[config.mk]
export PLATFORM = sky130hd
export DESIGN_NAME = rpc_message_deframer_unit_flat
export DESIGN_NICKNAME = d
export VERILOG_FILES = /design/src/hdl/rmd_pkg.sv /design/src/hdl/rmd_ifs.sv /design/src/hdl/rmd_front.sv /design/src/hdl/rmd_queue.sv /design/src/hdl/rmd_back.sv /design/src/hdl/rpc_message_deframer_unit.sv /design/src/flat_wrapper.sv
export VERILOG_INCLUDE_DIRS = /design/src /design/src/hdl
export SDC_FILE = /design/constraint.sdc
export NUM_CORES = 1
export LEC_CHECK = 0
export ABC_CLOCK_PERIOD_IN_PS = 17250
export BUFFER_PORTS_ARGS = -buffer_cell sky130_fd_sc_hd__buf_4
export CORE_MARGIN = 1
export CORE_UTILIZATION = 50
export CTS_BUF_LIST = sky130_fd_sc_hd__clkbuf_2 sky130_fd_sc_hd__clkbuf_4 sky130_fd_sc_hd__clkbuf_8
export DETAILED_ROUTE_END_ITERATION = 6
export PLACE_DENSITY = 0.74
export SLEW_MARGIN = 30
export SYNTH_ARGS = -nofsm -noshare
export SYNTH_HDL_FRONTEND = slang
export SYNTH_HIERARCHICAL = 1
export SYNTH_SLANG_ARGS = --single-unit
[constraint.sdc]
create_clock -name clk_i -period 17.25 [get_ports clk_i]
set_input_delay 3.45 -clock clk_i [delete_from_list [all_inputs] [get_ports clk_i]]
set_output_delay 3.45 -clock clk_i [all_outputs]
set_load 0.05 [all_outputs]
[src/hdl/rpc_message_deframer_unit_macros.svh]
// ----------------------------------------------------------------------------
// RPC message deframer assertion macros
// Shared concurrent assertion helpers, clocked on clk_i and held off in reset.
// ----------------------------------------------------------------------------
`ifndef RPC_MESSAGE_DEFRAMER_UNIT_MACROS_SVH
`define RPC_MESSAGE_DEFRAMER_UNIT_MACROS_SVH

// A property that must hold at every clock edge outside reset.
`define RMD_ASSERT(lbl, prop, msg) \
  lbl: assert property (@(posedge clk_i) disable iff (!rst_ni) (prop)) \
    else $error(msg);

// When pre holds at one edge, post must hold at the next edge.
`define RMD_ASSERT_NEXT(lbl, pre, post, msg) \
  lbl: assert property (@(posedge clk_i) disable iff (!rst_ni) (pre) |=> (post)) \
    else $error(msg);

`endif

[src/hdl/rmd_pkg.sv]
// ----------------------------------------------------------------------------
// RPC message deframer package
// Shared types and constants of the deframer front end, queue and back end.
// ----------------------------------------------------------------------------
package rmd_pkg;

  // Frame layout.
  localparam int unsigned PRE_METHOD   = 8;   // type, status, id, length field
  localparam int unsigned LEN_BYTES    = 4;   // body length field
  localparam int unsigned FIXED_HEADER = PRE_METHOD + LEN_BYTES;

  localparam int unsigned COUNT_W = 34;       // saturating byte counter
  localparam int unsigned HLEN_W  = 18;       // header length up to 12 + 65535
  localparam int unsigned QUEUE_DEPTH = 2;

  // Configuration register defaults.
  localparam logic [7:0]  REQ_CODE_RST     = 8'd1;
  localparam logic [7:0]  RESP_CODE_RST    = 8'd2;
  localparam logic [15:0] METHOD_LIMIT_RST = 16'd64;
  localparam logic [31:0] BODY_LIMIT_RST   = 32'd65536;

  typedef enum logic [1:0] {
    CFG_REQ_CODE     = 2'd0,
    CFG_RESP_CODE    = 2'd1,
    CFG_METHOD_LIMIT = 2'd2,
    CFG_BODY_LIMIT   = 2'd3
  } cfg_idx_e;

  typedef enum logic [1:0] {
    KIND_HEADER = 2'd0,
    KIND_METHOD = 2'd1,
    KIND_BODY   = 2'd2,
    KIND_TRAIL  = 2'd3
  } byte_kind_e;

  // One classified byte together with the frame state after it.
  typedef struct packed {
    byte_kind_e           kind;
    logic [7:0]           data;
    logic                 last;
    logic                 failed;
    logic                 resp;
    logic [31:0]          id;
    logic [7:0]           status;
    logic [15:0]          mlen;
    logic [31:0]          blen;
    logic [COUNT_W-1:0]   count;
  } rmd_entry_t;

endpackage

[src/hdl/rmd_ifs.sv]
// ----------------------------------------------------------------------------
// RPC message deframer channel interfaces
// Valid/ready channels for incoming frame bytes and outgoing tagged results.
// ----------------------------------------------------------------------------
interface rmd_byte_if;
  logic       valid;
  logic       ready;
  logic [7:0] data_byte;
  logic       last_byte;

  modport source (output valid, output data_byte, output last_byte, input ready);
  modport sink   (input valid, input data_byte, input last_byte, output ready);
endinterface

interface rmd_result_if;
  logic        valid;
  logic        ready;
  logic [1:0]  byte_kind;
  logic [7:0]  byte_value;
  logic        frame_end;
  logic        frame_ok;
  logic        is_response;
  logic [31:0] rpc_id;
  logic [7:0]  status_code;
  logic [15:0] method_length;
  logic [31:0] body_length;

  modport source (
    output valid, output byte_kind, output byte_value, output frame_end,
    output frame_ok, output is_response, output rpc_id, output status_code,
    output method_length, output body_length, input ready
  );
  modport sink (
    input valid, input byte_kind, input byte_value, input frame_end,
    input frame_ok, input is_response, input rpc_id, input status_code,
    input method_length, input body_length, output ready
  );
endinterface

[src/hdl/rmd_front.sv]
// ----------------------------------------------------------------------------
// RPC message deframer front end
// Holds the configuration registers, classifies each byte and tracks header state.
// ----------------------------------------------------------------------------
`include "rpc_message_deframer_unit_macros.svh"

module rmd_front import rmd_pkg::*; (
  input  logic        clk_i,
  input  logic        rst_ni,
  input  logic        cfg_we_i,
  input  logic [1:0]  cfg_idx_i,
  input  logic [31:0] cfg_data_i,
  rmd_byte_if.sink    byte_i,
  input  logic        q_full_i,
  output logic        push_o,
  output rmd_entry_t  entry_o
);

  logic [7:0]         req_code_q, resp_code_q;
  logic [15:0]        method_limit_q;
  logic [31:0]        body_limit_q;

  logic [COUNT_W-1:0] count_q, count_d, count_upd;
  logic               resp_q, resp_d, resp_upd;
  logic               failed_q, failed_d, failed_upd;
  logic [7:0]         status_q, status_d, status_upd;
  logic [31:0]        id_q, id_d, id_upd;
  logic [15:0]        ml_q, ml_d, ml_upd;
  logic [31:0]        bl_q, bl_d, bl_upd;
  logic [31:0]        shift_q, shift_d, shift_upd;

  logic               accept;
  logic [7:0]         data;
  logic               last;
  logic [HLEN_W-1:0]  hlen, meth_end;
  logic [COUNT_W-1:0] body_off;
  logic [31:0]        shift_new;
  byte_kind_e         kind;

  assign byte_i.ready = !q_full_i;
  assign accept       = byte_i.valid && !q_full_i;
  assign data         = byte_i.data_byte;
  assign last         = byte_i.last_byte;
  assign push_o       = accept;

  // Configuration writes.
  always_ff @(posedge clk_i or negedge rst_ni) begin
    if (!rst_ni) begin
      req_code_q     <= REQ_CODE_RST;
      resp_code_q    <= RESP_CODE_RST;
      method_limit_q <= METHOD_LIMIT_RST;
      body_limit_q   <= BODY_LIMIT_RST;
    end else if (cfg_we_i) begin
      unique case (cfg_idx_e'(cfg_idx_i))
        CFG_REQ_CODE:     req_code_q     <= cfg_data_i[7:0];
        CFG_RESP_CODE:    resp_code_q    <= cfg_data_i[7:0];
        CFG_METHOD_LIMIT: method_limit_q <= cfg_data_i[15:0];
        CFG_BODY_LIMIT:   body_limit_q   <= cfg_data_i;
        default: ;
      endcase
    end
  end

  always_comb begin
    hlen      = resp_q ? HLEN_W'(FIXED_HEADER) : HLEN_W'(FIXED_HEADER) + {2'b00, ml_q};
    meth_end  = HLEN_W'(PRE_METHOD) + {2'b00, ml_q};
    body_off  = count_q - COUNT_W'(hlen);
    shift_new = {shift_q[23:0], data};

    if (failed_q)                                     kind = KIND_TRAIL;
    else if (count_q < COUNT_W'(PRE_METHOD))          kind = KIND_HEADER;
    else if (!resp_q && count_q < COUNT_W'(meth_end)) kind = KIND_METHOD;
    else if (count_q < COUNT_W'(hlen))                kind = KIND_HEADER;
    else if (body_off < COUNT_W'(bl_q))               kind = KIND_BODY;
    else                                              kind = KIND_TRAIL;

    resp_upd   = resp_q;
    failed_upd = failed_q;
    status_upd = status_q;
    id_upd     = id_q;
    ml_upd     = ml_q;
    bl_upd     = bl_q;
    shift_upd  = shift_q;

    if (kind == KIND_HEADER) begin
      if (count_q >= COUNT_W'(2)) shift_upd = shift_new;
      if (count_q == COUNT_W'(0)) begin
        if (data == req_code_q)       resp_upd   = 1'b0;
        else if (data == resp_code_q) resp_upd   = 1'b1;
        else                          failed_upd = 1'b1;
      end else if (count_q == COUNT_W'(1)) begin
        if (resp_q) status_upd = data;
      end else if (count_q == COUNT_W'(5)) begin
        id_upd = shift_new;
      end else if (count_q == COUNT_W'(7)) begin
        if (resp_q) begin
          // Reserved field of a response must be zero.
          if (shift_new[15:0] != 16'd0) failed_upd = 1'b1;
        end else begin
          ml_upd = shift_new[15:0];
          if (shift_new[15:0] == 16'd0 || shift_new[15:0] > method_limit_q) begin
            failed_upd = 1'b1;
          end
        end
      end else if (count_q >= COUNT_W'(PRE_METHOD) &&
                   count_q == COUNT_W'(hlen - HLEN_W'(1))) begin
        bl_upd = shift_new;
        if (shift_new > body_limit_q) failed_upd = 1'b1;
      end
    end

    count_upd = (&count_q) ? count_q : count_q + COUNT_W'(1);

    entry_o.kind   = kind;
    entry_o.data   = data;
    entry_o.last   = last;
    entry_o.failed = failed_upd;
    entry_o.resp   = resp_upd;
    entry_o.id     = id_upd;
    entry_o.status = status_upd;
    entry_o.mlen   = ml_upd;
    entry_o.blen   = bl_upd;
    entry_o.count  = count_upd;

    count_d  = count_q;
    resp_d   = resp_q;
    failed_d = failed_q;
    status_d = status_q;
    id_d     = id_q;
    ml_d     = ml_q;
    bl_d     = bl_q;
    shift_d  = shift_q;
    if (accept) begin
      if (last) begin
        // The final byte closes the frame; start the next one clean.
        count_d  = '0;
        resp_d   = 1'b0;
        failed_d = 1'b0;
        status_d = '0;
        id_d     = '0;
        ml_d     = '0;
        bl_d     = '0;
        shift_d  = '0;
      end else begin
        count_d  = count_upd;
        resp_d   = resp_upd;
        failed_d = failed_upd;
        status_d = status_upd;
        id_d     = id_upd;
        ml_d     = ml_upd;
        bl_d     = bl_upd;
        shift_d  = shift_upd;
      end
    end
  end

  always_ff @(posedge clk_i or negedge rst_ni) begin
    if (!rst_ni) begin
      count_q  <= '0;
      resp_q   <= 1'b0;
      failed_q <= 1'b0;
      status_q <= '0;
      id_q     <= '0;
      ml_q     <= '0;
      bl_q     <= '0;
      shift_q  <= '0;
    end else begin
      count_q  <= count_d;
      resp_q   <= resp_d;
      failed_q <= failed_d;
      status_q <= status_d;
      id_q     <= id_d;
      ml_q     <= ml_d;
      bl_q     <= bl_d;
      shift_q  <= shift_d;
    end
  end

  `RMD_ASSERT_NEXT(a_clear_after_last, accept && last, count_q == '0 && !failed_q,
                   "frame state not cleared after final byte")
  `RMD_ASSERT(a_failed_is_trail, accept && failed_q |-> entry_o.kind == KIND_TRAIL,
              "byte of a failed frame not tagged trailing")

endmodule

[src/hdl/rmd_queue.sv]
// ----------------------------------------------------------------------------
// RPC message deframer queue
// Small first-in first-out buffer between the classifier and the result stage.
// ----------------------------------------------------------------------------
`include "rpc_message_deframer_unit_macros.svh"

module rmd_queue import rmd_pkg::*; #(
  parameter int unsigned Depth = QUEUE_DEPTH
) (
  input  logic       clk_i,
  input  logic       rst_ni,
  input  logic       push_i,
  input  rmd_entry_t push_data_i,
  output logic       full_o,
  input  logic       pop_i,
  output logic       valid_o,
  output rmd_entry_t pop_data_o
);

  localparam int unsigned PtrW = (Depth > 1) ? $clog2(Depth) : 1;
  localparam int unsigned CntW = $clog2(Depth + 1);

  rmd_entry_t       mem_q [Depth];
  logic [PtrW-1:0]  wr_ptr_q, wr_ptr_d, rd_ptr_q, rd_ptr_d;
  logic [CntW-1:0]  count_q, count_d;

  assign full_o     = (count_q == CntW'(Depth));
  assign valid_o    = (count_q != '0);
  assign pop_data_o = mem_q[rd_ptr_q];

  always_comb begin
    wr_ptr_d = wr_ptr_q;
    rd_ptr_d = rd_ptr_q;
    count_d  = count_q;
    if (push_i) begin
      wr_ptr_d = (wr_ptr_q == PtrW'(Depth - 1)) ? '0 : wr_ptr_q + PtrW'(1);
    end
    if (pop_i) begin
      rd_ptr_d = (rd_ptr_q == PtrW'(Depth - 1)) ? '0 : rd_ptr_q + PtrW'(1);
    end
    if (push_i && !pop_i)      count_d = count_q + CntW'(1);
    else if (pop_i && !push_i) count_d = count_q - CntW'(1);
  end

  always_ff @(posedge clk_i or negedge rst_ni) begin
    if (!rst_ni) begin
      wr_ptr_q <= '0;
      rd_ptr_q <= '0;
      count_q  <= '0;
    end else begin
      wr_ptr_q <= wr_ptr_d;
      rd_ptr_q <= rd_ptr_d;
      count_q  <= count_d;
    end
  end

  always_ff @(posedge clk_i) begin
    if (push_i) mem_q[wr_ptr_q] <= push_data_i;
  end

  `RMD_ASSERT(a_q_bounded, count_q <= CntW'(Depth), "queue occupancy above its depth")
  `RMD_ASSERT_NEXT(a_q_grow, push_i && !pop_i, count_q == $past(count_q) + CntW'(1), "queue occupancy did not grow on push")

endmodule

[src/hdl/rmd_back.sv]
// ----------------------------------------------------------------------------
// RPC message deframer back end
// Decides pass or fail on the final byte and holds the result register.
// ----------------------------------------------------------------------------
module rmd_back import rmd_pkg::*; (
  input  logic         clk_i,
  input  logic         rst_ni,
  input  logic         q_valid_i,
  input  rmd_entry_t   q_data_i,
  output logic         pop_o,
  rmd_result_if.source result_o
);

  logic               valid_q;
  logic [1:0]         kind_q;
  logic [7:0]         value_q;
  logic               end_q, ok_q, resp_q;
  logic [31:0]        id_q;
  logic [7:0]         status_q;
  logic [15:0]        ml_q;
  logic [31:0]        bl_q;

  logic [HLEN_W-1:0]  hlen;
  logic [COUNT_W-1:0] rem;
  logic               ok, lst;

  assign pop_o = q_valid_i && (!valid_q || result_o.ready);
  assign lst   = q_data_i.last;

  // A frame passes when it did not fail and carried its whole declared body.
  always_comb begin
    hlen = q_data_i.resp ? HLEN_W'(FIXED_HEADER)
                         : HLEN_W'(FIXED_HEADER) + {2'b00, q_data_i.mlen};
    rem  = q_data_i.count - COUNT_W'(hlen);
    ok   = !q_data_i.failed && (q_data_i.count >= COUNT_W'(hlen)) &&
           (rem >= COUNT_W'(q_data_i.blen));
  end

  always_ff @(posedge clk_i or negedge rst_ni) begin
    if (!rst_ni) begin
      valid_q <= 1'b0;
    end else if (pop_o) begin
      valid_q <= 1'b1;
    end else if (result_o.ready) begin
      valid_q <= 1'b0;
    end
  end

  always_ff @(posedge clk_i) begin
    if (pop_o) begin
      kind_q   <= q_data_i.kind;
      value_q  <= q_data_i.data;
      end_q    <= lst;
      ok_q     <= lst && ok;
      resp_q   <= lst && q_data_i.resp;
      id_q     <= lst ? q_data_i.id : 32'd0;
      status_q <= (lst && q_data_i.resp) ? q_data_i.status : 8'd0;
      ml_q     <= (lst && !q_data_i.resp) ? q_data_i.mlen : 16'd0;
      bl_q     <= lst ? q_data_i.blen : 32'd0;
    end
  end

  assign result_o.valid         = valid_q;
  assign result_o.byte_kind     = kind_q;
  assign result_o.byte_value    = value_q;
  assign result_o.frame_end     = end_q;
  assign result_o.frame_ok      = ok_q;
  assign result_o.is_response   = resp_q;
  assign result_o.rpc_id        = id_q;
  assign result_o.status_code   = status_q;
  assign result_o.method_length = ml_q;
  assign result_o.body_length   = bl_q;

endmodule

[src/hdl/rpc_message_deframer_unit.sv]
// ----------------------------------------------------------------------------
// Path: an accepted byte is written into the queue, then moved into the
// result register, from which it is offered on the result channel.
// Throughput: one byte per clock while the queue has room.
// The queue between classifier and result register absorbs output stalls.
// Reset: configuration returns to its defaults, frame state is cleared and
// the queue and output register empty; no clearing pass is needed.
// ----------------------------------------------------------------------------
// RPC message deframer
// Tags each received frame byte and reports the parsed header on the last byte.
// ----------------------------------------------------------------------------
module rpc_message_deframer_unit import rmd_pkg::*; #(
  parameter int unsigned QueueDepth = QUEUE_DEPTH
) (
  input  logic         clk_i,
  input  logic         rst_ni,
  input  logic         cfg_we_i,
  input  logic [1:0]   cfg_idx_i,
  input  logic [31:0]  cfg_data_i,
  rmd_byte_if.sink     byte_i,
  rmd_result_if.source result_o
);

  // The front end takes one byte transaction per cycle while the queue has
  // room. It works out the byte kind from the running byte count and the
  // header fields seen so far, updates the frame state, and pushes the byte
  // together with a snapshot of that state into the queue.
  logic       push, q_full, q_valid, pop;
  rmd_entry_t push_entry, pop_entry;

  rmd_front u_front (
    .clk_i      (clk_i),
    .rst_ni     (rst_ni),
    .cfg_we_i   (cfg_we_i),
    .cfg_idx_i  (cfg_idx_i),
    .cfg_data_i (cfg_data_i),
    .byte_i     (byte_i),
    .q_full_i   (q_full),
    .push_o     (push),
    .entry_o    (push_entry)
  );

  // The queue decouples the two halves, so a stalled result transaction does
  // not stop new bytes until the queue itself fills.
  rmd_queue #(
    .Depth (QueueDepth)
  ) u_queue (
    .clk_i       (clk_i),
    .rst_ni      (rst_ni),
    .push_i      (push),
    .push_data_i (push_entry),
    .full_o      (q_full),
    .pop_i       (pop),
    .valid_o     (q_valid),
    .pop_data_o  (pop_entry)
  );

  // The back end settles pass or fail for the frame's final byte, zeroes the
  // header fields on every other result, and holds the output register.
  rmd_back u_back (
    .clk_i     (clk_i),
    .rst_ni    (rst_ni),
    .q_valid_i (q_valid),
    .q_data_i  (pop_entry),
    .pop_o     (pop),
    .result_o  (result_o)
  );

endmodule

[src/flat_wrapper.sv]
// flat-port wrapper written by rule: the top's interface ports become plain ports
module rpc_message_deframer_unit_flat import rmd_pkg::*;
#(
  parameter int unsigned QueueDepth = QUEUE_DEPTH
)
  (clk_i, rst_ni, cfg_we_i, cfg_idx_i, cfg_data_i, byte_i_valid, byte_i_data_byte, byte_i_last_byte, byte_i_ready, result_o_valid, result_o_byte_kind, result_o_byte_value, result_o_frame_end, result_o_frame_ok, result_o_is_response, result_o_rpc_id, result_o_status_code, result_o_method_length, result_o_body_length, result_o_ready);
  rmd_byte_if byte_i_i ();
  rmd_result_if result_o_i ();
  input  logic clk_i;
  input  logic rst_ni;
  input  logic cfg_we_i;
  input  logic [1:0] cfg_idx_i;
  input  logic [31:0] cfg_data_i;
  input wire logic [$bits(byte_i_i.valid)-1:0] byte_i_valid;
  input wire logic [$bits(byte_i_i.data_byte)-1:0] byte_i_data_byte;
  input wire logic [$bits(byte_i_i.last_byte)-1:0] byte_i_last_byte;
  output wire logic [$bits(byte_i_i.ready)-1:0] byte_i_ready;
  output wire logic [$bits(result_o_i.valid)-1:0] result_o_valid;
  output wire logic [$bits(result_o_i.byte_kind)-1:0] result_o_byte_kind;
  output wire logic [$bits(result_o_i.byte_value)-1:0] result_o_byte_value;
  output wire logic [$bits(result_o_i.frame_end)-1:0] result_o_frame_end;
  output wire logic [$bits(result_o_i.frame_ok)-1:0] result_o_frame_ok;
  output wire logic [$bits(result_o_i.is_response)-1:0] result_o_is_response;
  output wire logic [$bits(result_o_i.rpc_id)-1:0] result_o_rpc_id;
  output wire logic [$bits(result_o_i.status_code)-1:0] result_o_status_code;
  output wire logic [$bits(result_o_i.method_length)-1:0] result_o_method_length;
  output wire logic [$bits(result_o_i.body_length)-1:0] result_o_body_length;
  input wire logic [$bits(result_o_i.ready)-1:0] result_o_ready;
  assign byte_i_i.valid = byte_i_valid;
  assign byte_i_i.data_byte = byte_i_data_byte;
  assign byte_i_i.last_byte = byte_i_last_byte;
  assign byte_i_ready = byte_i_i.ready;
  assign result_o_valid = result_o_i.valid;
  assign result_o_byte_kind = result_o_i.byte_kind;
  assign result_o_byte_value = result_o_i.byte_value;
  assign result_o_frame_end = result_o_i.frame_end;
  assign result_o_frame_ok = result_o_i.frame_ok;
  assign result_o_is_response = result_o_i.is_response;
  assign result_o_rpc_id = result_o_i.rpc_id;
  assign result_o_status_code = result_o_i.status_code;
  assign result_o_method_length = result_o_i.method_length;
  assign result_o_body_length = result_o_i.body_length;
  assign result_o_i.ready = result_o_ready;
  rpc_message_deframer_unit #(.QueueDepth(QueueDepth)) u_core (.clk_i(clk_i), .rst_ni(rst_ni), .cfg_we_i(cfg_we_i), .cfg_idx_i(cfg_idx_i), .cfg_data_i(cfg_data_i), .byte_i(byte_i_i), .result_o(result_o_i));
endmodule
# Word-level counts from Yosys, hierarchy flattened
# Memories as Yosys holds them, arrays and structs flattened.
# Cells that the tools add are included.
[word_totals] reg_bits=318 mem_bits_rw=270 inputBits=48 output_inout_bits=103 elab_cells=155 mem_count=1
[classes] addsub=11 n_lt_le_gt_ge=10 n_eq_ne=10 muxes=62 reduce_logical=36
[mem_list] memory="u_core.u_queue.mem_q" depth=2 width=135 rd=1 rd_ports_with_merged_regs=0 write_ports=1 line="rmd_queue.sv:23" text="rmd_entry_t mem_q [Depth];"
[op_table] operator="32-bit 2-to-1 mux" count=12
[op_table] operator="16-bit 2-to-1 mux" count=7
[op_table] operator="24-bit 2-to-1 mux" count=3
[op_table] operator="34-bit by 3-bit == test with 1-bit output, second input constant" count=2
[op_table] operator="34-bit by 17-bit < comparator with 1-bit output" count=2
[op_table] operator="34-bit 2-to-1 mux" count=2
[op_table] operator="34-bit by 17-bit subtractor with 34-bit output" count=2
[op_table] operator="4-bit by 16-bit adder with 17-bit output, first input constant" count=3
[op_table] operator="8-bit 2-to-1 mux" count=5
[op_table] operator="34-bit by 1-bit adder with 34-bit output, second input constant" count=1
[op_table] operator="34-bit by 1-bit == test with 1-bit output, second input constant" count=1
[op_table] operator="34-bit == test" count=1
[op_table] operator="34-bit by 17-bit >= comparator with 1-bit output" count=1
[op_table] operator="34-bit by 2-bit >= comparator with 1-bit output, second input constant" count=1
[op_table] operator="34-bit by 32-bit >= comparator with 1-bit output" count=1
[op_table] operator="34-bit by 4-bit >= comparator with 1-bit output, second input constant" count=1
[op_table] operator="34-bit logical NOT" count=1
[op_table] operator="34-bit by 32-bit < comparator with 1-bit output" count=1
[op_table] operator="34-bit by 4-bit < comparator with 1-bit output, second input constant" count=1
[op_table] operator="17-bit 2-to-1 mux" count=2
[op_table] operator="34-bit AND reduction" count=1
[op_table] operator="32-bit > comparator" count=1
[op_table] operator="1-bit 2-to-1 mux" count=25
[op_table] operator="17-bit by 1-bit subtractor with 18-bit output, second input constant" count=1
[op_table] operator="other kinds (17)" count=51

# Logic depth before layout (Yosys ltp)
# Gate-level depths: netlist of the first run.
[depth] depth_word=12 mapped_depth=27 mapped_depth_nobuf=25

# Modules after synthesis
# The synthesis of the first run kept the hierarchy.
[modules_own_cells] mod="rmd_front" instances=1 cells_per_inst=1595 area_each_um2=14970.6 seq_area_each_um2=5310.1
[modules_own_cells] mod="rmd_queue" instances=1 cells_per_inst=436 area_each_um2=10079.7 seq_area_each_um2=8207.9
[modules_own_cells] mod="rmd_back" instances=1 cells_per_inst=559 area_each_um2=6055.8 seq_area_each_um2=3057.9

# Least setup slack after synthesis of the first run
# No wires, ideal clock.
[synth_timing] path_type="input to register" start="input port byte_i_valid" end="memory u_core/u_queue/mem_q[0][0] (netlist bit) (enable)" setup_ns=0.647 t_arrival_ns=10.047 required_ns=16.603 slack_ns=6.556 path_stages=4 n_path_buf=1 cell_sequence="nand2_1 clkinv_1 clkbuf_1 nor2b_1"
[synth_via] elab_chain_cells=3
[synth_lines] element="from (decl)" line="flat_wrapper.sv:14" text="input wire logic [$bits(byte_i_i.valid)-1:0] byte_i_valid;"
[synth_lines] element="1-bit logical AND" line="rmd_front.sv:41" text="assign accept = byte_i.valid && !q_full_i;"
[synth_lines] element="via u_core.push" line="rpc_message_deframer_unit.sv:28" text="logic push, q_full, q_valid, pop;"
[synth_lines] element="1-bit 2-to-1 mux" line="rmd_queue.sv:58" text="if (push_i) mem_q[wr_ptr_q] <= push_data_i;"
[synth_lines] element="1-bit 2-to-1 mux (implied by the code)" line="rmd_queue.sv:58"
[synth_lines] element="to (decl)" line="rmd_queue.sv:23"
# The timed path passes the listed nets, and every way through them passes these cells.

==> results of run 1 <==
-- final timing paths --
path,startpoint,end,slack [ns],depth (start not counted)
max,u_core/u_queue/rd_ptr_q$_DFFE_PN0P_,u_core/u_back/result_o.frame_ok$_DFFE_PP_,10.57,20
min,u_core/u_queue/count_q[1]$_DFFE_PN0P_,u_core/u_queue/count_q[1]$_DFFE_PN0P_,0.48,1
max reg2reg,u_core/u_queue/rd_ptr_q$_DFFE_PN0P_,u_core/u_back/result_o.frame_ok$_DFFE_PP_,10.57,20
min reg2reg,u_core/u_queue/count_q[1]$_DFFE_PN0P_,u_core/u_queue/count_q[1]$_DFFE_PN0P_,0.48,1
max in group asynchronous,rst_ni,u_core/u_front/count_q[29]$_DFFE_PN0P_,13.08,2
min in group asynchronous,rst_ni,u_core/u_front/req_code_q[1]$_DFFE_PN0P_,2.77,1
-- synth_stat cells (33+ instances only) --
cell,n,share of area
buf_2,40,0.0064
xnor2_1,84,0.024
clkbuf_1,73,0.0088
nand2_1,157,0.019
ha_1,171,0.069
nand3_1,53,0.0085
and2_1,57,0.011
nand4_1,40,0.0080
mux2_4,40,0.019
a22o_1,91,0.026
o21ai_0,124,0.020
xor2_1,68,0.019
a21oi_1,65,0.010
and3_1,33,0.0066
nor3_1,35,0.0056
mux2_2,214,0.077
nor2_1,127,0.015
edfxtp_1,371,0.36
dfrtp_1,213,0.17
inv_1,140,0.017
a21o_1,47,0.011
-- critical path: cells and delay by family (launching register included) --
kind                       cells  cell delay (ns)
AOI/OAI and AO/OA              8             2.17
and+or+nand+nor                5             0.98
adders and majority gates      3             0.88
buffers and inverters          2             0.81
DFF                            1             0.67
muxes                          1             0.65
xor gates and xnor gates       1             0.23
-- placed cells by master, fill, tap and decap left out, types with 68 or more instances in the layout --
cell        n
o21ai_0   124
nor2_1    126
xnor2_1    84
edfxtp_1  371
inv_1     140
a22o_1     91
xor2_1     68
ha_1      171
clkbuf_8  108
nand2_1   157
buf_4     169
dfrtp_1   212
mux2_2    214
-- state kept, by name, indices dropped and copies added (netlist names), 16 cells and up --
name and count:
u_core/u_back/result_o.body_length 32, u_core/u_back/result_o.method_length 16, u_core/u_back/result_o.rpc_id 32, u_core/u_front/bl_q 32
u_core/u_front/body_limit_q 32, u_core/u_front/count_q 34, u_core/u_front/id_q 32, u_core/u_front/method_limit_q 16
u_core/u_front/ml_q 16, u_core/u_front/shift_q 24, u_core/u_queue/mem_q 270
-- logic make-up (layout without fill, tap and decap cells) --
logic type	Yosys count	in the layout
simple gates	663	663
flops	588	588
compound gates	472	472
buf+inv	282	497
mux	259	259
fa+ha+maj	173	173
xor+xnor	153	153
other cells	0	1
-- cell type report --
| class | count | area, um2 |
|---|---|---|
| timing repair buffer | 174 | 1340 |
| antenna | 1 | 2.50 |
| clock buffer | 131 | 1650 |
| inverter | 142 | 533 |
| multi-input combinational | 1720 | 13400 |
| clock inverter | 50 | 482 |
| fill | 5012 | 26600 |
| sequential | 588 | 16600 |
| tap | 837 | 1050 |
-- layer usage --
layer,global-route usage,up-vias
met5,0,-
met2,0.412,769
met1,0.355,10600
li1,-,9771
met4,0.0866,0
met3,0.0394,136
-- power breakdown --
part           total (mW)  switching, mW  internal (mW)
Clock                1.32          0.577          0.740
Sequential           2.11          0.187           1.92
Combinational        2.31           1.47          0.840
Total                5.73           2.23           3.50
==> impl_metrics.toml, run 1 <==
[sta]
worstMarginPinSlew_ns = 1.01
min_period_ns = 6.68
skew_ns = 0.0379
slew_violations = 0
finalSetupTns_ns = 0
period_share = 0.388
fmax_mhz = 150
setup_slack_ns = 10.57
rsz0062_at_grt = "no"
final_hold_viol_count = 0
setup_viol_count_final = 0
whs_ns = 0.480
relSlewSlack = 0.326

[clock_tree]
clk_pin_slew_ns = 0.06
cts_made_buffers = 97
cts-root-buf = "clkbuf_8"
clock_path_buffers = 3
cts_resized = 0
clock_sinks = 588
cts_tree = "yes"
clk_latency_ns = 0.70
cts_setup_buffers = 0
htreeDepth = 3
cts_hold_buf = 0

[synth]
synth_top_family_by_area = "simple AND/OR/NAND/NOR gates"
synth-main-ff-cell = "edfxtp_1"
ys_types = 90
syn_avg_cell_area_um2 = 12.0
synth_area_um2 = 31100
synth.yosys.seq_area_share = 0.533
yosys.area_share.simple = 0.111
synth-compound-area-share = 0.105
syn-num-nets = 2811
yosys-mux-area-fraction = 0.0985
synth_seq_cells = 588
synth_warnings = 6
synth-edff-count = 371
synthCells = 2590
synthAdderAreaFrac = 0.0701
synth-async-reset-ratio = 0.369
synthXorXnorAreaFrac = 0.0436

[drt]
drcViolationCount = 4
drt_wl_total_um = 81000
drtIter0Drc = 1824
dr_wl_met2_um = 37800
top_layer = "met4"
m1WireLength_um = 36300
vias_per_cell = 5.85
via_count = 21300
dr_wl_met3_um = 4720
ant_nets = 0
dr.pass1.iters = 7
wl_per_cell_um = 22.2

[finish]
utilization = 0.568
nNetsFinal = 2944
fin_cells = 3643
synthToLayoutAreaGrowth_pct = 12.5
stdcell_area_um2 = 35000
post_route_cells_drive_above_1_share = 0.228

[critical_path]
cp.required_ns = 17.68
end_kind = "register"
cp-start-kind = "register"
crit_fanout = 45
slowest_delay_ns = 0.75
path_common_cell = "o21ai_1"
critPathKind = "register to register"
critPathSlowestCell = "buf_4"
cp_data_arrival_time_ns = 7.12
critical_path.cell_chain = "buf_4, mux2_2, nor2b_1, ha_1, inv_1, fa_1, a211oi_1, o21ai_1, o21ai_1, a211oi_2, o21ai_1, nand3_1, xnor2_1, ha_1, nand4_1, nor3_1, a2111oi_0, a21boi_0, nor4b_1, a31oi_1"

[pwr]
leakagePower_nw = 14.5
ir_drop_mv = 0.111
powerDensity_nw_per_um2 = 164
power_mw = 5.73

[floorplanning]
die_h_um = 251
die_x_um = 251
core_um2 = 61600
die_area_um2 = 63200
start_util = 0.505
pin_count = 151
fp-row-count = 91

[placed_design]
port_buffers = 150
dp.cells = 3461
place_congestion = 0.963
dp_hpwl_um = 56800
dp_slack_ns = 10.64
dpl-instance-area_um2 = 32900

[global_route]
grt_max_degree = 80
grt_overflow = 0
grt_use_total = 0.256
grt_pass1_vias = 21300
grt_pass1_wl_um = 124000
antenna_found_initial = 2

[worst_hold_path]
hp-class = "register to register"

[run_status]
status = "finished with violations"
failed_checks = "DRC"

[run]
max_cap_violations = 0
Note: power is estimated with default switching activity, not from simulation.
==> run 2: changes to the inputs <==
--- a/config.mk
+++ b/config.mk
@@ -6,7 +6,7 @@
 export SDC_FILE = /design/constraint.sdc
 export NUM_CORES = 1
 export LEC_CHECK = 0
-export ABC_CLOCK_PERIOD_IN_PS = 17250
+export ABC_CLOCK_PERIOD_IN_PS = 6270
 export BUFFER_PORTS_ARGS = -buffer_cell sky130_fd_sc_hd__buf_4
 export CORE_MARGIN = 1
 export CORE_UTILIZATION = 50
==> constraint.sdc (replaced) <==
create_clock -name clk_i -period 6.27 [get_ports clk_i]
set_input_delay 1.254 -clock clk_i [delete_from_list [all_inputs] [get_ports clk_i]]
set_output_delay 1.254 -clock clk_i [all_outputs]
set_load 0.05 [all_outputs]
==> run 2 against run 1 <==
Non-clock buffer count increased by 21. Sequential share of layout area decreased by 0.12 points. Largest power group unchanged. Combinational power increased to 2.8 times the previous value. Clock power increased to 2.6 times the previous value. Hold slack got worse by 0.066 ns. Design area increased by 0.25%. Sequential power increased to 2.7 times the previous value. Critical endpoint is now u_core/u_queue/mem_q[0][133]$_DFFE_PP_. Routed wire length about the same. Utilization increased by 0.14 points. Total power increased to 2.7 times the previous value. The flow still finishes with violations (DRC). Register-to-register slack got worse by 10 ns.
==> impl_metrics.toml, run 2 (synthesized netlist as in run 1, its figures left out) <==
[clock_tree]
clock_sinks = 588
clk_latency_ns = 0.72
cts_hold_buf = 0
cts_made_buffers = 95
cts_tree = "yes"
htreeDepth = 3
clock_path_buffers = 3
cts-root-buf = "clkbuf_8"
clk_pin_slew_ns = 0.06

[floorplanning]
core_um2 = 61600
start_util = 0.505
fp-row-count = 91
die_x_um = 251
pin_count = 151
die_h_um = 251
die_area_um2 = 63200

[placed_design]
port_buffers = 150
dp.cells = 3475
dp_hpwl_um = 57000
place_congestion = 0.962

[critical_path]
cp_data_arrival_time_ns = 6.45
critical_path.cell_chain = "inv_1, ha_1, nand3b_1, or2_2, or4_1, ha_1, and3_1, nand2_1, or3_1, a311o_1, nor2b_1, xor2_1, ha_1, nand4_1, nor4_1, o21ai_0, nand2_1, nor3_1, a21o_1, a31oi_1, nor4_1, a21boi_0"
critPathSlowestCell = "or4_1"
r2r_cells = 22
cp-start-kind = "register"
crit_fanout = 8
path_common_cell = "ha_1"
r2r-start = "u_core/u_front/ml_q[2]$_DFFE_PN0P_"
crit_family = "simple AND/OR/NAND/NOR gates"
r2r_slack_ns = 0.33
slowest_delay_ns = 0.63
cp.required_ns = 6.78
critPathBufInv = 1
end_kind = "register"
worstReg2RegEnd = "u_core/u_queue/mem_q[0][133]$_DFFE_PP_"
critPathKind = "register to register"

[drt]
drt_wl_total_um = 80900
dr.pass1.iters = 7
vias_per_cell = 5.85
wl_per_cell_um = 22.1
drtIter0Drc = 1516
via_count = 21400
ant_nets = 0
drcViolationCount = 2

[global_route]
grt_max_degree = 118
grt_use_total = 0.257
grt_overflow = 0
grt_pass1_vias = 21300
grt_pass1_wl_um = 124000
antenna_found_initial = 2

[pwr]
powerDensity_nw_per_um2 = 445
p_int_mw = 9.51
pwr-share-seq = 0.371
ir_drop_mv = 0.310
clkPwrFrac = 0.220
leakagePower_nw = 14.6
p_sw_mw = 6.12
combPwrFrac = 0.409
swShare = 0.392

[finish]
nNetsFinal = 2963
largest-register = "u_core/u_queue/mem_q"
post_route_cells_drive_above_1_share = 0.234
final_cell_mix = "371 x edfxtp_1, 214 x mux2_2, 212 x dfrtp_1"
fin_cells = 3660
top_regs = "u_core/u_queue/mem_q: 270 flops, u_core/u_front/count_q: 34 flops"
n_antenna_cell = 0
largest_reg_flops = 270
synthToLayoutAreaGrowth_pct = 12.8
final_common_cell = "edfxtp_1"

[sta]
min_period_ns = 5.94
slew_violations = 0
period_share = 0.947
finalSetupTns_ns = 0
skew_ns = 0.0480
fmax_mhz = 168
final_hold_viol_count = 0
setup_viol_count_final = 0
worstMarginPinSlew_ns = 0.897
relSlewSlack = 0.402
rsz0062_at_grt = "no"

[run_status]
status = "finished with violations"
failed_checks = "DRC"

[worst_hold_path]
hp-class = "input port to async pin"

[run]
max_cap_violations = 0
-- run 2: cell count changes in the layout (fill, tap and decap cells not counted), moves of 3 or more --
cell,previous run,this run
buf_4,169,188
clkbuf_8,108,100
buf_12,0,5
clkbuf_4,24,39
clkinv_2,17,11
bufinv_16,7,4
buf_6,3,0
-- run 2: metal layers --
metal,up-vias,part of all wire,GRT usage,wire (um)
li1,9821,-,-,-
met1,10600,0.44,0.355,35500
met2,791,0.47,0.407,37700
met3,158,0.067,0.0512,5390
met4,4,0.028,0.0826,2260
met5,-,0.00030,0,24
-- run 2: repair_timing --
action,4_1_cts,5_1_grt
buffers inserted,0,6
endpoints found under the setup margin,0,3
gates resized for setup,0,3
-- run 2: through the flow --
step | util | setup slack [ns] | power (mW) | hold slack (ns) | area (um2)
2_1_floorplan | - | 0.371 | 10.4 | 0.444 | 31100
3_3_place_gp | 0.535 | 0.278 | 12.1 | 0.459 | 33000
3_5_place_dp | 0.536 | 0.212 | 12.2 | 0.464 | 33000
4_1_cts | 0.568 | 0.165 | 15.7 | 0.475 | 35000
5_1_grt | 0.570 | 0.00900 | 16.4 | 0.400 | 35100
6_report | 0.570 | 0.335 | 15.6 | 0.414 | 35100
-- run 2: final cells by class --
cell class	instances	area, um2
clock buffers	139	1670
clock inverters	39	338
fillers	5001	26500
inverters	142	533
multi-input cells	1720	13400
flip-flops and latches	588	16600
well taps	837	1050
repair buffers	195	1550
-- run 2: worst max-delay path by stage --
stage                                        start  slack (ns)  cells after the start                                         to
5_1_grt        u_core/u_queue/rd_ptr_q$_DFFE_PN0P_       0.009                     21  u_core/u_back/result_o.frame_ok$_DFFE_PP_
3_3_place_gp    u_core/u_front/ml_q[2]$_DFFE_PN0P_        0.28                     22     u_core/u_queue/mem_q[0][133]$_DFFE_PP_
4_1_cts         u_core/u_front/ml_q[2]$_DFFE_PN0P_        0.17                     22     u_core/u_queue/mem_q[1][133]$_DFFE_PP_
6_report        u_core/u_front/ml_q[2]$_DFFE_PN0P_        0.33                     22     u_core/u_queue/mem_q[0][133]$_DFFE_PP_
2_1_floorplan                         byte_i_valid        0.37                      4       u_core/u_queue/mem_q[0][0]$_DFFE_PP_
3_5_place_dp    u_core/u_front/ml_q[2]$_DFFE_PN0P_        0.21                     22     u_core/u_queue/mem_q[0][133]$_DFFE_PP_
-- run 2: power by group through the flow --
stage	Sequential [mW]	Combinational [mW]	Clock (mW)
CTS	5.80	6.39	3.52
floorplan	6.77	3.60	0
global route	5.88	6.89	3.67
finish	5.80	6.39	3.44
global placement	5.83	6.23	0
detailed placement	5.87	6.35	0
==> run 3: changes to the inputs <==
--- a/config.mk
+++ b/config.mk
@@ -6,13 +6,14 @@
 export SDC_FILE = /design/constraint.sdc
 export NUM_CORES = 1
 export LEC_CHECK = 0
-export ABC_CLOCK_PERIOD_IN_PS = 6270
+export ABC_CLOCK_PERIOD_IN_PS = 6900
 export BUFFER_PORTS_ARGS = -buffer_cell sky130_fd_sc_hd__buf_4
 export CORE_MARGIN = 1
 export CORE_UTILIZATION = 50
-export CTS_BUF_LIST = sky130_fd_sc_hd__clkbuf_2 sky130_fd_sc_hd__clkbuf_4 sky130_fd_sc_hd__clkbuf_8
+export CTS_BUF_LIST = sky130_fd_sc_hd__clkbuf_4 sky130_fd_sc_hd__clkbuf_8
 export DETAILED_ROUTE_END_ITERATION = 6
 export PLACE_DENSITY = 0.74
+export SKIP_LAST_GASP = 1
 export SLEW_MARGIN = 30
 export SYNTH_ARGS = -nofsm -noshare
 export SYNTH_HDL_FRONTEND = slang
==> constraint.sdc (replaced) <==
create_clock -name clk_i -period 6.9 [get_ports clk_i]
set_input_delay 1.38 -clock clk_i [delete_from_list [all_inputs] [get_ports clk_i]]
set_output_delay 1.38 -clock clk_i [all_outputs]
set_load 0.05 [all_outputs]
==> run 3 against run 2 <==
The run still ends with DRC left. Combinational power down 9.5%. Routed wire length up 1.4%. Utilization about the same. Hold slack better by 0.072 ns. Via count down 0.38%. Largest cell class unchanged. Largest power group unchanged.
==> impl_metrics.toml, run 3 (synthesized netlist as in run 1, its figures left out) <==
[run_status]
status = "finished with violations"
failed_checks = "DRC"

[sta]
relSlewSlack = 0.367
whs_ns = 0.486
skew_ns = 0.0240
setup_slack_ns = 0.664
worstMarginPinSlew_ns = 0.949
period_share = 0.904
final_hold_viol_count = 0
finalSetupTns_ns = 0
fmax_mhz = 160
rsz0062_at_grt = "no"
setup_viol_count_final = 0
slew_violations = 0
min_period_ns = 6.24

[global_route]
antenna_found_initial = 1
grt_pass1_vias = 21100
grt_overflow = 0
grt_pass1_wl_um = 124000
grt_use_total = 0.259
grt_max_degree = 136

[finish]
final_common_cell = "edfxtp_1"
largest-register = "u_core/u_queue/mem_q"
fillCellCount = 5003
multi_input_area_um2 = 13400
largest_reg_flops = 270
utilization = 0.570
fin_cells = 3651
seqCellArea_um2 = 16600
nNetsFinal = 2950
post_route_cells_drive_above_1_share = 0.232
final_cell_mix = "371 x edfxtp_1, 214 x mux2_2, 212 x dfrtp_1"
top_regs = "u_core/u_queue/mem_q: 270 flops, u_core/u_front/count_q: 34 flops"
synthToLayoutAreaGrowth_pct = 12.9

[drt]
via_count = 21300
drtIter0Drc = 1917
drt_wl_total_um = 82000
ant_nets = 0
vias_per_cell = 5.84
wl_per_cell_um = 22.5
dr.pass1.iters = 7
drcViolationCount = 7

[clock_tree]
clock_sinks = 588
clk_latency_ns = 0.72
cts_made_buffers = 98
cts_hold_buf = 0
clk_pin_slew_ns = 0.06
cts_tree = "yes"
cts_setup_buffers = 0
htreeDepth = 3
clock_path_buffers = 3
cts-root-buf = "clkbuf_8"
cts_resized = 0

[floorplanning]
core_um2 = 61600
die_h_um = 251
die_area_um2 = 63200
die_x_um = 251
start_util = 0.505
pin_count = 151
fp-row-count = 91

[pwr]
leakagePower_nw = 14.6
powerDensity_nw_per_um2 = 410
ir_drop_mv = 0.311

[critical_path]
cp-start-kind = "register"
r2r_slack_ns = 0.66
cp_data_arrival_time_ns = 6.67
critPathKind = "register to register"
critPathSlowestCell = "dfrtp_4"
cp.required_ns = 7.33
slowest_delay_ns = 0.74
critical_path.cell_chain = "mux2_4, and4_1, and3_1, and4_1, nand2_1, xnor2_1, nand2b_1, ha_1, a21oi_2, nor2_1, or4_1, a2111o_1, and2_4, nor4_2, xor2_1, ha_1, nand4_1, nor2_1, and3_1, a221oi_1, a21boi_0, nor4b_1, a31oi_1"
end_kind = "register"
crit_fanout = 25

[placed_design]
port_buffers = 150
place_congestion = 0.961
dp_hpwl_um = 57900
dp_slack_ns = 0.642
dp.cells = 3465

[worst_hold_path]
hp-class = "register to register"

[run]
max_cap_violations = 0
-- run 3: final timing paths --
kind / depth (start not counted) / start / end
min reg2reg: 2 / u_core/u_front/status_q[6]$_DFFE_PN0P_ / u_core/u_front/status_q[6]$_DFFE_PN0P_
min in group asynchronous: 1 / rst_ni / u_core/u_front/id_q[2]$_DFFE_PN0P_
max reg2reg: 23 / u_core/u_queue/rd_ptr_q$_DFFE_PN0P_ / u_core/u_back/result_o.frame_ok$_DFFE_PP_
max in group asynchronous: 2 / rst_ni / u_core/u_front/bl_q[12]$_DFFE_PN0P_
min: 2 / u_core/u_front/status_q[6]$_DFFE_PN0P_ / u_core/u_front/status_q[6]$_DFFE_PN0P_
max: 23 / u_core/u_queue/rd_ptr_q$_DFFE_PN0P_ / u_core/u_back/result_o.frame_ok$_DFFE_PP_
-- run 3: per-layer routing --
layer / wire length, um / share of wire / track usage / vias up
li1: - / - / - / 9811
met1: 36400 / 0.44 / 0.361 / 10500
met2: 38000 / 0.46 / 0.408 / 795
met3: 5060 / 0.062 / 0.0433 / 162
met4: 2600 / 0.032 / 0.0944 / 0
met5: 0 / 0 / 0 / -
-- run 3: final cells by class --
type | count | area share
Clock buffer | 148 | 0.0514
Multi-Input combinational cell | 1720 | 0.381
Timing Repair Buffer | 179 | 0.0401
Antenna cell | 1 | 0.0000713
Inverter | 142 | 0.0152
Tap cell | 837 | 0.0298
Sequential cell | 588 | 0.472
Clock inverter | 36 | 0.0105
-- run 3: stage by stage --
| step | power, mW | instance area [um2] |
|---|---|---|
| 2_1_floorplan | 9.42 | 31100 |
| 3_3_place_gp | 10.9 | 32900 |
| 3_5_place_dp | 11.1 | 32900 |
| 4_1_cts | 14.5 | 35100 |
| 5_1_grt | 15.2 | 35100 |
| 6_report | 14.4 | 35100 |
-- run 3: critical path: cells and delay by family, from the launching register on --
kind,cells,cell delay (ns)
fa+ha+maj,2,0.68
xor+xnor,2,0.28
simple gates,13,2.62
compound gates,5,1.25
mux,1,0.38
flops,1,0.74
-- run 3: power by group --
group	internal, mW	switching [mW]	leakage, nW
sequential	4.80	0.473	6.42
clock	1.91	1.43	1.15
combinational	2.10	3.68	6.99
total	8.82	5.58	14.6
